--- src/zlrc_ram.sv ---
// Simple dual-port synchronous RAM: one write port, one registered read port.
// No dependencies.
module zlrc_ram #(
	parameter int W  = 16,
	parameter int AW = 8
) (
	input  logic          clk,
	input  logic          we,
	input  logic [AW-1:0] waddr,
	input  logic [W-1:0]  wdata,
	input  logic          re,
	input  logic [AW-1:0] raddr,
	output logic [W-1:0]  rdata
);

	logic [W-1:0] mem [(1 << AW)];

	// write port
	always_ff @(posedge clk) begin
		if (we) begin
			mem[waddr] <= wdata;
		end
	end

	// read port, registered, holds while not enabled
	always_ff @(posedge clk) begin
		if (re) begin
			rdata <= mem[raddr];
		end
	end

endmodule

--- config.mk ---
export PLATFORM = sky130hd
export DESIGN_NAME = zlrc_ram
export DESIGN_NICKNAME = d
export VERILOG_FILES = /design/src/zlrc_ram.sv
export SDC_FILE = /design/constraint.sdc
export NUM_CORES = 2
export LEC_CHECK = 0
export BUFFER_PORTS_ARGS = -buffer_cell sky130_fd_sc_hd__buf_2
export CORE_MARGIN = 2
export CORE_UTILIZATION = 60
export CTS_BUF_LIST = sky130_fd_sc_hd__clkbuf_16
export DETAILED_ROUTE_END_ITERATION = 16
export GPL_TIMING_DRIVEN = 0
export PLACE_DENSITY = 0.76
export REMOVE_ABC_BUFFERS = 1
export SETUP_SLACK_MARGIN = 0.05
export SLEW_MARGIN = 10
export SYNTH_ARGS = -nofsm -noshare
export SYNTH_HDL_FRONTEND = slang
export SYNTH_SLANG_ARGS = --single-unit
--- constraint.sdc ---
create_clock -name clk -period 7.3 [get_ports clk]
set_input_delay 0.365 -clock clk [delete_from_list [all_inputs] [get_ports clk]]
set_output_delay 0.365 -clock clk [all_outputs]
set_load 0.05 [all_outputs]
==> results.ini <==
[status]
status = completed

[logic_synthesis]
synth_edf_count = 4112
synthFlopType = edfxtp_1
yosysMostFrequentCell = edfxtp_1
synth.distinct_cells = 51
synth_seq_cells = 4112
synth_cells = 7360
seq_area_frac_synth_pct = 77.7
syn_area_um2 = 159000
synth_top_area_share_pct = 77.7
synth.area.top_cells = edfxtp_1 (78%), mux4_2 (11%), mux2i_1 (3.6%)
yosysWarnings = 0
yosysTopAreaCell = edfxtp_1
async_flop_share_pct = 0
synth_common_cells = edfxtp_1 (4112), mux4_2 (797), mux2i_1 (565)
syn_avg_cell_area_um2 = 21.6

[global_routing]
antenna_found_initial = 28
grt_pass1_vias = 80200
grt_use_total_pct = 29.9
grt_pass1_wl_mm = 576
grt_max_degree = 157
grt_overflow_total = 0

[placement]
dp_hpwl_mm = 243
placed_area_um2 = 168000
io_buffers = 50
dp_cells = 10800
place_congestion = 0.891
preCtsSetupSlack_ps = 264

[sta]
max_slew_margin_pct = 2.73
period_needed_ps = 6440
tightest_slew_ps = 1450
skew_ps = 57.8
rsz0062_at_grt = false
timing.fmax_mhz = 155
final_max_slew_viol_count = 0
fin_crit_sh_pct = 88.2
finalSetupTns_ps = 0
worst_slack_ps = 863
hold_viol = 0
finalSetupViolations = 0

[clock_tree]
cts_root_buf = clkbuf_16
cts_tree = yes
hold_buffers = 14
cts-htree-levels = 5
clkSinkCount = 4112
clk_latency_ps = 940
cts_setup_buffers = 0
clockBufferDepth = 4
ctsResizeCount = 0
numCtsBuffers = 396
cts.clk_slew.worst_paths_ps = 60

[detailed_routing]
routed_via_density = 6.94
dr.pass1.iters = 8
drt-total-wl_mm = 405
drtAntennaViolNets = 0
drc = 0
wire_per_inst_um = 35.0
drtIter0Drc = 12200
vias = 80300

[die]
rows = 188
coreArea_um2 = 263000
ios = 51
die_w_um = 519
fp.dieH_um = 519
start_util_pct = 60.4
die-area_um2 = 269000

[critical_path]
cp-start-kind = primary input
crit_top_cell = buf_16
slowest_stage = nor4_1
worstPathMaxFanout = 95
crit_chain = buf_8, buf_16, buf_16, buf_16, nand2b_4, buf_16, buf_16, buf_16, o221ai_1, o22ai_1, o21ai_0, nand3_1, nor4_1
critical-path-top-delay-family = buffers and inverters
crit_type = primary input to register
crit_buf_inv = 7
cp.arrival_ps = 6970
critPathCaptureType = register
required_ps = 7830
max_stage_delay_ps = 1020

[power]
ir_drop_uv = 228
power_density_nw_per_um2 = 269
power.leakage_nw = 57.4
power_w = 0.0486

[final_layout]
final_nets = 7761
area_growth_pct = 13.8
drive_gt1_share_pct = 26.6
stdcell_count = 11600
stdcell_area_um2 = 181000

[worst_hold_path]
hold_class = primary input to register

[run]
maxCapViolCount = 0

-- cell type report --
| class | instances | area, µm² |
|---|---|---|
| Timing Repair Buffer | 420 | 6700 |
| Clock inverter | 306 | 2520 |
| Sequential cell | 4112 | 123000 |
| Tap cell | 3515 | 4400 |
| Inverter | 4 | 32.5 |
| Multi-Input combinational cell | 2792 | 33500 |
| Clock buffer | 403 | 10100 |
| Fill cell | 15200 | 82200 |
| Antenna cell | 18 | 45.0 |
-- sequential cells by signal (all words and copies together), names as in the netlist --
name,count
rdata,16
mem,4096
-- report_power, final --
part	leakage, nW	internal, W	switching (W)
Sequential	37.0	0.0260	0.0000157
Clock	6.48	0.0114	0.00863
Combinational	13.9	0.000843	0.00165
Total	57.4	0.0383	0.0103
-- layer usage --
| metal | global-route usage [%] | part of all wire [%] |
|---|---|---|
| met1 | 40.4 | 35 |
| met2 | 46.6 | 48 |
| met3 | 7.37 | 12 |
| met4 | 13.9 | 5.3 |
| met5 | 0 | 0.011 |
-- worst paths after layout --
| path | start | end | slack (ps) | depth (start not counted) |
|---|---|---|---|---|
| worst min register to register | mem[251][1] | rdata[1] | 1230 | 6 |
| worst min-delay path | wdata[2] | mem[12][2] | 30 | 1 |
| worst max register to register | mem[11][0] | rdata[0] | 3230 | 6 |
| worst max-delay path | raddr[1] | rdata[11] | 860 | 13 |
-- cell usage in the layout (no fill, tap or decap), types with 41 or more instances in the layout --
cell / synthesis / final
a21oi_1: 175 / 175
a22oi_1: 43 / 43
buf_16: 0 / 74
buf_6: 77 / 47
buf_8: 11 / 239
bufinv_16: 0 / 41
clkbuf_16: 0 / 403
clkinv_1: 0 / 89
clkinv_2: 0 / 76
edfxtp_1: 4112 / 4112
inv_1: 3 / 71
mux2_2: 88 / 88
mux2i_1: 565 / 565
mux4_2: 797 / 797
nor2_1: 304 / 45
nor2_2: 0 / 258
nor3_1: 92 / 90
o221ai_1: 252 / 252
o22ai_1: 148 / 148
-- per-stage QoR --
step / utilization (%) / hold slack, ps
after global placement: 61.2 / 776
final: 68.7 / 33.2
after floorplan: - / 464
after CTS: 68.7 / 19.5
after detailed placement: 63.9 / 746
after global routing: 68.7 / 50.8
-- cell families after synthesis --
| kind of cell | Yosys count | synth area share (%) |
|---|---|---|
| buffers and inverters | 456 | 1.69 |
| DFF | 4112 | 77.7 |
| and+or+nand+nor | 556 | 1.57 |
| AOI/OAI and AO/OA | 786 | 3.53 |
| muxes | 1450 | 15.5 |
Note: power is estimated with default switching activity, not from simulation.
