<file path="src/zlrc_pkg.sv">
// Shared types and constants for the zoned lock reference counter.
// No dependencies; imported by zlrc_update and the top level.
package zlrc_pkg;

	// field widths fixed by the request format
	localparam int LOCK_IW = 8;
	localparam int ZONE_IW = 4;
	localparam int CNT_W   = 16;
	localparam int HOLD_W  = 5;

	localparam logic [CNT_W-1:0]  CNT_MAX     = 16'hFFFF;
	localparam logic [HOLD_W-1:0] HOLDERS_MAX = 5'd31;

	// request modes
	localparam logic [3:0] MODE_INIT       = 4'd0;
	localparam logic [3:0] MODE_ACQUIRE    = 4'd1;
	localparam logic [3:0] MODE_RELEASE    = 4'd2;
	localparam logic [3:0] MODE_JREL       = 4'd3;
	localparam logic [3:0] MODE_JREL_OTHER = 4'd4;
	localparam logic [3:0] MODE_ACK        = 4'd5;
	localparam logic [3:0] MODE_SUSPEND    = 4'd6;
	localparam logic [3:0] MODE_RESUME     = 4'd7;
	localparam logic [3:0] MODE_QUERY      = 4'd8;

	// notification machine
	localparam logic [1:0] NS_IDLE      = 2'd0;
	localparam logic [1:0] NS_NOTIFYING = 2'd1;
	localparam logic [1:0] NS_SUSPENDED = 2'd2;

	// configuration register indexes
	localparam logic [1:0] CFG_LOCKS    = 2'd0;
	localparam logic [1:0] CFG_LOGICAL  = 2'd1;
	localparam logic [1:0] CFG_PHYSICAL = 2'd2;

	// request as held in the update stage
	typedef struct packed {
		logic [3:0]       mode;
		logic             kind;
		logic             bad;
		logic [CNT_W-1:0] init;
	} zlrc_req_t;

	// one word of the per-lock memory
	typedef struct packed {
		logic [CNT_W-1:0]  jc;
		logic [CNT_W-1:0]  jd;
		logic [HOLD_W-1:0] lh;
		logic [HOLD_W-1:0] ph;
	} zlrc_lock_t;

	// result item
	typedef struct packed {
		logic locked;
		logic notify;
		logic accepted;
		logic error;
	} zlrc_res_t;

endpackage

</file>
<file path="src/zlrc_update.sv">
// Modify step of the read-modify-write: new lock word, zone count,
// notification state and result item. Depends on zlrc_pkg.
module zlrc_update import zlrc_pkg::*; (
	input  zlrc_req_t         req,
	input  zlrc_lock_t        lock_rd,
	input  logic [CNT_W-1:0]  ref_rd,
	input  logic [1:0]        ns,
	output zlrc_lock_t        lock_new,
	output logic              lock_we,
	output logic [CNT_W-1:0]  ref_new,
	output logic              ref_we,
	output logic [1:0]        ns_new,
	output zlrc_res_t         res
);

	logic [HOLD_W-1:0] h;
	logic [HOLD_W-1:0] h_new;
	logic [CNT_W-1:0]  jc_dec;

	assign h      = req.kind ? lock_rd.ph : lock_rd.lh;
	assign jc_dec = lock_rd.jc - 16'd1;

	always_comb begin
		lock_new  = lock_rd;
		lock_we   = 1'b0;
		ref_new   = ref_rd;
		ref_we    = 1'b0;
		ns_new    = ns;
		h_new     = h;
		res       = '0;
		res.error = req.bad;
		case (req.mode)
			MODE_INIT: begin
				if (!req.bad) begin
					lock_new.jc = req.init;
					lock_new.jd = '0;
					lock_we     = 1'b1;
				end
			end
			MODE_ACQUIRE: begin
				if (!req.bad) begin
					if (ref_rd == CNT_MAX) begin
						res.error = 1'b1;
					end else begin
						ref_new = ref_rd + 16'd1;
						ref_we  = 1'b1;
						// first reference from this zone
						if (ref_rd == '0 && h < HOLDERS_MAX) begin
							h_new   = h + 5'd1;
							lock_we = 1'b1;
						end
					end
				end
			end
			MODE_RELEASE: begin
				if (!req.bad) begin
					if (ref_rd == '0) begin
						res.error = 1'b1;
					end else begin
						ref_new = ref_rd - 16'd1;
						ref_we  = 1'b1;
						// last reference from this zone
						if (ref_rd == 16'd1 && h != '0) begin
							h_new   = h - 5'd1;
							lock_we = 1'b1;
							if (h == 5'd1 && ns == NS_IDLE) begin
								ns_new     = NS_NOTIFYING;
								res.notify = 1'b1;
							end
						end
					end
				end
			end
			MODE_JREL: begin
				if (!req.bad) begin
					if (lock_rd.jc <= lock_rd.jd) begin
						res.error = 1'b1;
					end else begin
						lock_new.jc = jc_dec;
						lock_we     = 1'b1;
						if (jc_dec == lock_rd.jd && ns == NS_IDLE) begin
							ns_new     = NS_NOTIFYING;
							res.notify = 1'b1;
						end
					end
				end
			end
			MODE_JREL_OTHER: begin
				if (!req.bad) begin
					if (lock_rd.jd >= lock_rd.jc) begin
						res.error = 1'b1;
					end else begin
						lock_new.jd = lock_rd.jd + 16'd1;
						lock_we     = 1'b1;
					end
				end
			end
			MODE_ACK: begin
				ns_new = NS_IDLE;
			end
			MODE_SUSPEND: begin
				if (ns == NS_IDLE) begin
					ns_new       = NS_SUSPENDED;
					res.accepted = 1'b1;
				end else if (ns == NS_SUSPENDED) begin
					res.accepted = 1'b1;
				end
			end
			MODE_RESUME: begin
				if (ns == NS_SUSPENDED) begin
					ns_new       = NS_IDLE;
					res.accepted = 1'b1;
				end
			end
			MODE_QUERY: begin
				if (!req.bad) begin
					res.locked = (lock_rd.jc != lock_rd.jd) || (h != '0);
				end
			end
			default: begin
			end
		endcase
		// put the holder count back for the zone type concerned
		if (req.kind) begin
			lock_new.ph = h_new;
		end else begin
			lock_new.lh = h_new;
		end
	end

endmodule

</file>
<file path="config.mk">
export PLATFORM = sky130hd
export DESIGN_NAME = zlrc_update
export DESIGN_NICKNAME = d
export VERILOG_FILES = /design/src/zlrc_pkg.sv /design/src/zlrc_update.sv
export SDC_FILE = /design/constraint.sdc
export NUM_CORES = 1
export LEC_CHECK = 0
export BUFFER_PORTS_ARGS = -buffer_cell sky130_fd_sc_hd__buf_4
export CORE_MARGIN = 1
export CORE_UTILIZATION = 55
export DETAILED_ROUTE_END_ITERATION = 10
export PLACE_DENSITY = 0.91
export SYNTH_ARGS = -nofsm -noshare
export SYNTH_HDL_FRONTEND = slang
export SYNTH_SLANG_ARGS = --single-unit
</file>
<file path="constraint.sdc">
create_clock -name vclk -period 7.5
set_clock_uncertainty 0.15 [all_clocks]
set_input_delay 0.375 -clock vclk [all_inputs]
set_output_delay 0.375 -clock vclk [all_outputs]
set_load 0.005 [all_outputs]
</file>
==> results.tsv <==
stage	metric	value	unit
cells_and_area	# fillers	491	
cells_and_area	P&R area growth vs syn	31.5	%
floorplan	Row Count	28	
floorplan	I/O pins	148	
cells_and_area	Ant. Diodes	0	
synth	mapped cell area	3360	µm²
clocking	CTS hold repair buffers	0	
power_and_ir_drop	Pwr Total	0.211	mW
synth	Syn Nets	631	
global_routing	largest net degree at the start of global routing	30	
cells_and_area	share of layout cells above drive strength 1	27.3	%
sta	RSZ-0062 raised after global routing	false	
sta	max_slew headroom	38.1	%
setup_path	CP Launch Type	input pin	
global_routing	met3 Use GR	2.84	%
setup_path	Crit Path Category	in2out	
floorplan	Die Span Y	80.2	µm
sta	TNS Setup	0	ns
detailed_routing	Via Count	4623	
placed_design	placed cells	717	
cells_and_area	Register Area	0	µm²
power_and_ir_drop	Comb power frac	100.0	%
sta	Slew Viols, Final	0	
cells_and_area	sequential cell count	0	
cells_and_area	most common cell after layout, fill and taps aside	buf_4	
global_routing	first-pass GRT wire length	18.0	mm
floorplan	Initial Util	56.8	%
detailed_routing	DR iter-0 viols	319	
run	max cap viols	0	
setup_path	CP peak stage delay	0.67	ns
synth	cells after synthesis	524	
detailed_routing	DR WL/cell	15.5	µm
detailed_routing	final wirelength	11.1	mm
synth	cell accounting for the most synthesized area	ha_1	
sta	FMAX	262	MHz
synth	dominant cells by area after synthesis	ha_1 9.3%, nand2_1 7.4%, o21ai_0 5.4%, xor2_1 4.9%, nand3_1 4.6%	
detailed_routing	DRT Pass-1 Iters	5	
synth	Avg Cell Area, Syn	6.42	µm²
global_routing	busiest grt layer	met2	
setup_path	crit path launch	lock_rd[32]	
power_and_ir_drop	maximum VDD drop	0.0306	mV
setup_path	Max FO, Critical Path	15	
power_and_ir_drop	Clock power frac	0	%
setup_path	crit-path cells	buf_4 > inv_1 > ha_1 > nand4_1 > o21ai_0 > o31a_1 > nor4_4 > nand3_1 > or4_1 > nand3_1 > buf_4	
setup_path	Crit-path slowest cell	nor4_4	
sta	Tcrit/Tclk final	50.8	%
synth	post-synth cell types	74	
global_routing	initial antenna violation count	0	
sta	Slew @ Worst Pin	0.921	ns
power_and_ir_drop	P_leak	1.91	nW
placed_design	post-detail-place hpwl	8.98	mm
worst_hold_path	Hold WC Path Type	in2out	
detailed_routing	Residual DRC	0	
floorplan	die area	6430	µm²
power_and_ir_drop	Cell Int Power	0.101	mW
synth	post-synth top area share	9.30	%
sta	Final min period	3.81	ns
global_routing	number of global-route vias before repair	4078	
setup_path	crit end category	output pin	
power_and_ir_drop	switching power	0.110	mW
global_routing	GR Overflow Total	0	
setup_path	CP arrival	3.29	ns
global_routing	M2 GR Usage	63.2	%
power_and_ir_drop	Reg power frac	0	%
setup_path	Critical Path RT	6.97	ns
status	status	finished clean	
cells_and_area	clk_buf instances	0	
clocking	# resized after CTS	0	
cells_and_area	final non-filler cell total	717	
detailed_routing	post-route ant nets	0	
global_routing	Total GRT Usage	33.6	%
placed_design	routability cong.	0.908	
cells_and_area	multi-input logic area	3090	µm²
synth	register area share after synthesis	0	%
placed_design	Buffers on Ports	148	
cells_and_area	final net count	751	
power_and_ir_drop	areal power density over the cells	47.7	nW/µm²
sta	final hold vios	0	
power_and_ir_drop	sw frac	52.0	%
sta	final setup violation count	0	
floorplan	die width	80.2	µm
synth	yosys warns	0	
detailed_routing	vias per std cell	6.45	
clocking	post-CTS setup buffer count	0	
setup_path	CP endpoint	lock_new[20]	
floorplan	core region area	5920	µm²
cells_and_area	most frequent cells in the layout	149 x buf_4, 66 x nand2_1, 36 x o21ai_0	
global_routing	M1 GR Usage	38.9	%
==> synth_stat cells (2+ instances only) <==
| cell type | number |
|---|---|
| a211o_1 | 4 |
| a211oi_1 | 6 |
| a21boi_0 | 2 |
| a21o_1 | 3 |
| a21oi_1 | 27 |
| a22oi_1 | 3 |
| a31oi_1 | 7 |
| and2_1 | 3 |
| and3_1 | 7 |
| and3b_1 | 2 |
| and4b_1 | 2 |
| buf_2 | 8 |
| clkbuf_1 | 19 |
| clkbuf_8 | 2 |
| ha_1 | 25 |
| inv_1 | 32 |
| mux2_2 | 4 |
| mux2i_1 | 7 |
| nand2_1 | 66 |
| nand2b_1 | 3 |
| nand3_1 | 31 |
| nand3b_1 | 4 |
| nand4_1 | 22 |
| nand4b_1 | 3 |
| nor2_1 | 28 |
| nor2b_1 | 4 |
| nor3_1 | 26 |
| nor3b_1 | 2 |
| nor4_1 | 15 |
| nor4_4 | 3 |
| o2111ai_1 | 2 |
| o211ai_1 | 17 |
| o21ai_0 | 36 |
| o22ai_1 | 6 |
| o311ai_0 | 12 |
| o31ai_1 | 5 |
| or2_2 | 4 |
| or3_1 | 4 |
| or4_1 | 4 |
| or4b_1 | 2 |
| xnor2_1 | 11 |
| xor2_1 | 19 |
==> worst min-delay path by stage <==
| stage | from | endpoint | slack (ns) | cells past startpoint |
|---|---|---|---|---|
| final | req[14] | lock_new[40] | 0.88 | 4 |
| after global routing | req[14] | lock_new[40] | 0.89 | 4 |
| after CTS | ns[0] | res[1] | 0.88 | 3 |
| after detailed placement | ns[0] | res[1] | 0.88 | 3 |
| after global placement | req[14] | lock_new[40] | 0.87 | 4 |
| after floorplan | ns[0] | res[1] | 0.63 | 1 |
==> final cells by class <==
type | instances | area share [%]
inverter | 32 | 2.71
multi-input combinational | 461 | 69.9
timing repair buffer | 149 | 25.3
tap | 75 | 2.12
==> cell families after synthesis <==
logic type | synth area share (%)
AO/OA/AOI/OAI | 29.6
XOR/XNOR | 7.81
adder cells (fa/ha/maj) | 9.30
buffers and inverters | 8.26
multiplexers | 3.42
AND/OR/NAND/NOR | 41.6
==> stage by stage <==
stage | hold WS (ns) | utilization, % | instance area (µm²) | worst slack [ns]
after floorplan | 0.633 | - | 3360 | 4.15
after global placement | 0.871 | 74.7 | 4420 | 3.82
after detailed placement | 0.879 | 74.7 | 4420 | 3.72
after CTS | 0.881 | 74.7 | 4420 | 3.72
after global routing | 0.889 | 74.7 | 4420 | 3.38
final | 0.878 | 74.7 | 4420 | 3.69
==> worst max-delay path: cells and delay by family <==
kind / cells / cell delay [ns]
AOI/OAI and AO/OA: 2 / 0.48
buffers and inverters: 3 / 0.34
adders and majority gates: 1 / 0.30
and+or+nand+nor: 5 / 1.79
==> power groups by stage <==
stage          Sequential (mW)  Combinational, mW  Clock, mW
6_report                     0              0.211          0
5_1_grt                      0              0.231          0
3_5_place_dp                 0              0.208          0
2_1_floorplan                0              0.108          0
3_3_place_gp                 0              0.202          0
4_1_cts                      0              0.209          0
==> layer usage <==
layer / vias up / part of all wire, %
met3: 33 / 7.4
li1: 2251 / -
met4: 0 / 2.9
met2: 237 / 49
met1: 2102 / 40
met5: - / 0
(Power assumes the default switching activity.)
